--- config.mk ---
export PLATFORM = sky130hd
export DESIGN_NAME = pcf_front
export DESIGN_NICKNAME = d
export VERILOG_FILES = /design/src/rtl/pcf_pkg.sv /design/src/rtl/pcf_front.sv
export SDC_FILE = /design/constraint.sdc
export NUM_CORES = 1
export LEC_CHECK = 0
export BUFFER_PORTS_ARGS = -buffer_cell sky130_fd_sc_hd__buf_2
export CORE_MARGIN = 2
export CORE_UTILIZATION = 51
export DETAILED_ROUTE_END_ITERATION = 8
export GPL_ROUTABILITY_DRIVEN = 0
export GPL_TIMING_DRIVEN = 0
export MAX_ROUTING_LAYER = met4
export PLACE_DENSITY = 0.75
export SLEW_MARGIN = 25
export SYNTH_ARGS = -nofsm -noshare
export SYNTH_HDL_FRONTEND = slang
export SYNTH_SLANG_ARGS = --single-unit
export TNS_END_PERCENT = 5
--- constraint.sdc ---
create_clock -name clock -period 2.8 [get_ports clock]
set_clock_uncertainty 0.15 [all_clocks]
set_input_delay 0.42 -clock clock [delete_from_list [all_inputs] [get_ports clock]]
set_output_delay 0.42 -clock clock [all_outputs]
set_load 0.02 [all_outputs]
--- src/rtl/pcf_pkg.sv ---
// Package for the polyline crossing finder: widths, command codes, the queued
// item type and the interval test used by the pair engine.
// No dependencies.
package pcf_pkg;

   localparam int COORD_W        = 32;
   localparam int DIFF_W         = COORD_W + 1;
   localparam int PROD_W         = 2 * DIFF_W;
   localparam int WIDE_W         = PROD_W + 1;
   localparam int MAG_W          = WIDE_W - 1;
   localparam int QUEUE_DEPTH    = 4;
   localparam int DEF_MAX_POINTS = 64;
   localparam int DEF_MAX_HITS   = 64;

   typedef enum logic [1:0] {
      CMD_LOAD_FIRST  = 2'd0,
      CMD_LOAD_SECOND = 2'd1,
      CMD_COMPUTE     = 2'd2,
      CMD_CLEAR       = 2'd3
   } cmd_type;

   typedef struct packed {
      cmd_type                    command;
      logic signed [COORD_W-1:0]  coord_x;
      logic signed [COORD_W-1:0]  coord_y;
      logic                       point_set;
   } item_type;

   // True when n / den lies in [0, 1]; den is known to be non-zero.
   function automatic logic in_unit(input logic signed [WIDE_W-1:0] n,
                                    input logic signed [WIDE_W-1:0] den);
      logic res;
      if (den < 0) begin
         res = (n >= den) && (n <= 0);
      end else begin
         res = (n >= 0) && (n <= den);
      end
      return res;
   endfunction

endpackage

--- src/rtl/pcf_front.sv ---
// Front part of the polyline crossing finder: takes items from the request
// channel, decodes the command and holds them in a short queue.
// Depends on pcf_pkg.
module pcf_front (
   input  logic                        clock,
   input  logic                        reset,
   input  logic                        req_push,
   output logic                        req_full,
   input  logic [1:0]                  req_command,
   input  logic signed [31:0]          req_coord_x,
   input  logic signed [31:0]          req_coord_y,
   input  logic                        req_point_set,
   output logic                        item_valid,
   output pcf_pkg::item_type           item,
   input  logic                        item_pop
);
   import pcf_pkg::*;

   localparam int PTR_W = $clog2(QUEUE_DEPTH);

   item_type           queue_ff [QUEUE_DEPTH];
   logic [PTR_W-1:0]   wr_ptr_ff;
   logic [PTR_W-1:0]   rd_ptr_ff;
   logic [PTR_W:0]     count_ff;
   logic               do_push;
   logic               do_pop;
   item_type           decoded;

   always_comb begin
      decoded.command   = cmd_type'(req_command);
      decoded.coord_x   = req_coord_x;
      decoded.coord_y   = req_coord_y;
      decoded.point_set = req_point_set;
   end

   assign req_full   = (count_ff == (PTR_W+1)'(QUEUE_DEPTH));
   assign item_valid = (count_ff != '0);
   assign item       = queue_ff[rd_ptr_ff];
   assign do_push    = req_push && !req_full;
   assign do_pop     = item_pop && item_valid;

   always_ff @(posedge clock) begin
      if (do_push) begin
         queue_ff[wr_ptr_ff] <= decoded;
      end
   end

   always_ff @(posedge clock) begin
      if (reset) begin
         wr_ptr_ff <= '0;
         rd_ptr_ff <= '0;
         count_ff  <= '0;
      end else begin
         if (do_push) begin
            wr_ptr_ff <= wr_ptr_ff + 1'b1;
         end
         if (do_pop) begin
            rd_ptr_ff <= rd_ptr_ff + 1'b1;
         end
         case ({do_push, do_pop})
            2'b10:   count_ff <= count_ff + 1'b1;
            2'b01:   count_ff <= count_ff - 1'b1;
            default: count_ff <= count_ff;
         endcase
      end
   end

endmodule

; Yosys cells after proc, flatten, opt, wreduce, memory -nomap -nowiden
; Memory sizes are Yosys's and may differ from the RTL's. A register that Yosys moved wholly into a read port is not among the register bits.
; Cells that the tools add are included.
[word_totals]
output_inout_bits = 69
memories = 1
input_bits = 71
reg_bits = 7
ram_bits = 268
wordCells = 21
[mem_list]
columns = name, words, width, rd, rd_clocked_by_memory_dff, write_ports, line_no
row1 = queue_ff, 4, 67, 1, 1, 1, pcf_front.sv:21  ; item_type queue_ff [QUEUE_DEPTH];
[op_classes]
reduce_logical = 5
add_sub_neg = 4
n_mux = 5
n_eq_ne = 3
[ops]
columns = operator, count
row1 = 3-bit one-hot mux with 2 select lines, 1
row2 = 2-bit by 1-bit adder with 2-bit output (second input constant), 2
row3 = 2-bit two-way mux, 2
row4 = 3-bit by 1-bit adder with 3-bit output (second input constant), 1
row5 = 3-bit equality test (second input constant), 1
row6 = 3-bit nonzero test, 1
row7 = 3-bit by 1-bit subtractor with 3-bit output (second input constant), 1
row8 = 2-bit by 1-bit equality test with 1-bit output (second input constant), 1
row9 = 2-bit equality test (second input constant), 1
row10 = 1-bit logical AND, 2
row11 = 1-bit two-way mux, 2
row12 = 2-bit nonzero test, 1
row13 = 1-bit logical NOT, 1

; Logic depth before layout (Yosys ltp)
[depth]
ltp_word = 5
mapped_depth = 9
mapped_depth_nobuf = 9

; Worst setup path before layout
; OpenSTA, ideal clock, no wires.
[synth_path]
kind = register -> register
from = reg count_ff[2]
to = mem queue_ff[2][0] (netlist name) (enable)
synth_period_minus_slack_ps = 3002
path_stages_with_launch = 4
path_buffers = 0
path_slack_ps = -202
t_required_ps = 2218
setup_time_ps = 432
arrival_time_ps = 2419
path_cell_list = dfxtp_1 -> nor3b_1 -> nor2_1 -> and2_1
[synth_via]
elab_chain_len = 5
[synth_rtl]
columns = item, line_no
row1 = start: declaration, pcf_front.sv:24  ; logic [PTR_W:0] count_ff;
row2 = start signal: assignment, pcf_front.sv:61  ; 2'b10: count_ff <= count_ff + 1'b1;
row3 = start signal: assignment, pcf_front.sv:62  ; 2'b01: count_ff <= count_ff - 1'b1;
row4 = start signal: assignment, pcf_front.sv:63  ; default: count_ff <= count_ff;
row5 = 3-bit equality test, pcf_front.sv:36  ; assign req_full = (count_ff == (PTR_W+1)'(QUEUE_DEPTH));
row6 = via req_full, pcf_front.sv:8  ; output logic req_full,
row7 = 1-bit logical NOT, pcf_front.sv:39  ; assign do_push = req_push && !req_full;
row8 = 1-bit logical AND, pcf_front.sv:39
row9 = 1-bit two-way mux, pcf_front.sv:43  ; if (do_push) begin
row10 = 1-bit two-way mux (implied by the code), pcf_front.sv:44  ; queue_ff[wr_ptr_ff] <= decoded;
row11 = end: declaration, pcf_front.sv:21
; The timed path passes the listed nets, and every way through them passes these cells.

==> summary.md <==
| Metric | Value |
|---|---|
| RSZ-0062 raised after global routing | `false` |
| Antenna diodes | `0` |
| Origin of the critical flop-to-flop path | `count_ff[2]` |
| Crit path max fanout | `10` |
| Syn nets | `~480` |
| Core Region | `19500 um2` |
| Netlist cell types | `23` |
| Most used cell, CP | `buf_2` |
| Io pins | `140` |
| WL final | `around 19000 um` |
| Chip Width | `145 um` |
| Most frequent cells in the layout | `edfxtp_1 (268), buf_2 (142), mux4_2 (67), dlygate4sd3_1 (67), clkbuf_16 (30)` |
| CP peak stage delay | `0.37 ns` |
| Htree depth | `1` |
| Num Clock Sinks | `277` |
| Post-Synthesis Mean Instance Area | `25.3 um2` |
| Crit path buf inv count | `3` |
| Final worst path period share | `95.2%` |
| DRC | `0` |
| Final Slew Violations | `0` |
| Std-Cell Rows | `between 50 and 60` |
| Synth Area in Adders | `0.812%` |
| Compound-Gate Fraction of Synth Area | `0.418%` |
| #FFs+latches synth | `approximately 280` |
| Mapped Cells | `402` |
| Reg-to-reg endpoint | `count_ff[2]` |
| Xor/xnor share of the synthesized area | `0.344%` |
| Final nets | `718` |
| Critical-path top delay cell | `mux4_2` |
| Worst min path class | `in -> reg` |
| I/O Buffers | `138` |
| Wire length on met3 | `969 um` |
| Dpl hpwl | `10900 um` |
| Critical path class | `reg -> out` |
| Worst r2r path cells | `9` |
| Yosys warns | `0` |
| Max-Cap Viols | `0` |
| CTS Buffer Depth | `3` |
| Drt first pass iters | `4` |
| Final setup violation count | `0` |
| Critical path arrival | `~2.1 ns` |
| Sequential fraction of the synthesis area | `80.9%` |
| Cell family with most CP delay | `buffers and inverters` |
| Grt total ovfl | `0` |
| CTS clk-pin slew, worst paths | `roughly 0.06 ns` |
| Total power per unit cell area | `between 900 and 1000 nW/um2` |
| Lkg Pwr | `0.00442 uW` |
| Peak supply drop | `0.799 mV` |
| Critical Path Source Type | `register` |
| Max Used Layer | `met4` |
| TritonCTS clock tree | `done` |
| Clk_lat worst skew | `0.53 ns` |
| Total track usage | `between 15 and 20%` |
| Simple-gate share of the synthesized area | `less than 1%` |
| Via/cell ratio | `between 5 and 6` |
| Vias in the first global route | `5529` |
| Hold_ws | `0.102 ns` |
| CP endpoint kind | `output port` |
| Vias | `around 4900` |
| Fin area | `12900 um2` |
| Hold path startpoint | `reset` |
| Outcome | `complete, no violations` |
| Root Buffer | `clkbuf_16` |
| Routed len/inst | `19.9 um` |
| FF-to-FF setup slack | `around 0.25 ns` |
| Minimum clock period | `2.67 ns` |
| Largest family of logic cells by synthesized area | `multiplexers` |
| Cell Area, Synth | `10200 um2` |
| Total CTS buffers | `28` |
| Multiplexer share of the synthesized area | `14.9%` |
| WL met2 | `9640 um` |
| Post-route ant nets | `0` |
| Initial drt markers | `approximately 220` |
| Die area | `21100 um2` |
| Overall power | `11600 uW` |
| Filler instances | `1289` |
| M1 WL | `between 7000 and 8000 um` |
| Most common cell after layout, fill and taps aside | `edfxtp_1` |
| Largest net degree at the start of global routing | `44` |
| First-pass GRT wire length | `around 29000 um` |
| Die height | `145 um` |
| Placed Instance Area | `11300 um2` |
| Worst rel slew slack | `51.5%` |
| Hold Path Stages | `2` |
| Layout cell share with drive strength beyond 1 | `40.6%` |
| Worst Path Required | `2.23 ns` |
| Worst Tran Pin Value | `roughly 0.73 ns` |
| Crit-path cells | `buf_2, buf_2, mux4_2, buf_2` |
| Syn-to-layout area delta | `26.6%` |
| Initial antenna violation count | `0` |
| Final hold violation count | `0` |
| F_max | `375 MHz` |
| Starting Density | `a little over half` |
-- area by class of cell --
cell class | count | area [um2] | area share [%]
sequential | 277 | 8230 | 63.9
clock buffer | 37 | 807 | 6.27
inverter | 7 | 26.3 | 0.204
buffer | 16 | 149 | 1.16
multi-input combinational | 102 | 1780 | 13.8
clock inverter | 15 | 101 | 0.787
timing repair buffer | 209 | 1460 | 11.3
tap | 265 | 332 | 2.57
-- layer usage --
layer / track usage [%] / up-vias
met2: 31.4 / 159
met4: 5.10 / 0
met3: 3.05 / 29
li1: - / 2191
met1: 23.3 / 2557
met5: - / -
-- cells in the mapped netlist --
cell type,n,area (um2)
edfxtp_1,268,8050
mux4_2,67,1510
dfxtp_1,9,180
inv_1,7,26.3
nor2_1,7,26.3
ha_1,5,62.6
and2_1,4,25.0
buf_1,4,15.0
buf_12,4,80.1
buf_2,4,20.0
a21oi_1,3,15.0
buf_4,3,22.5
or3_1,3,18.8
xor2_1,3,26.3
nand2b_1,2,12.5
o21ai_0,2,10.0
buf_6,1,11.3
fa_1,1,20.0
mux2i_1,1,10.0
nor3b_1,1,7.51
o311ai_0,1,8.76
o31a_1,1,8.76
xnor2_1,1,8.76
-- what timing repair did --
item,4_1_cts,5_1_grt
endpoints found under the hold margin,268,0
gates resized for setup,0,0
endpoints found under the setup margin,0,0
buffers inserted,0,0
hold buffers,67,0
-- how the worst max path moves through the flow --
| stage | startpoint | end | slack (ns) | depth (start not counted) |
|---|---|---|---|---|
| 4_1_cts | register | item[41] | 0.08 | 4 |
| 3_3_place_gp | req_push | queue_ff[0][45] | -1.44 | 4 |
| 2_1_floorplan | count_ff[2] | queue_ff[3][0] | -0.20 | 3 |
| 3_5_place_dp | count_ff[2] | count_ff[2] | 0.31 | 9 |
| 5_1_grt | register | item[41] | 0.02 | 4 |
| 6_report | register | item[41] | 0.13 | 4 |
-- sequential cells by signal, summed over array words and instances (netlist names), named ones only --
name,flops
count_ff,3
wr_ptr_ff,2
rd_ptr_ff,2
queue_ff,268
-- through the flow --
stage	setup slack (ns)	util, %	cells	setup TNS, ns
after global routing	0.0235	66.0	928	0
after floorplan	-0.201	-	402	-40.48
after global placement	-1.44	57.3	805	-295.42
after detailed placement	0.311	57.9	809	0
after CTS	0.0829	66.0	928	0
final	0.135	66.0	928	0
-- power by group --
part,internal (uW),switching (uW)
Sequential,4950,101
Clock,2110,1460
Combinational,1370,1640
Total,8430,3200
-- cells by family (layout without fill, tap and decap cells) --
family,Yosys count,after routing
DFF,277,277
and+or+nand+nor,17,17
xor gates and xnor gates,4,4
buffers and inverters,23,284
AOI/OAI and AO/OA,7,7
muxes,68,68
adders and majority gates,6,6
No activity file was read; power rests on OpenSTA's default activity.
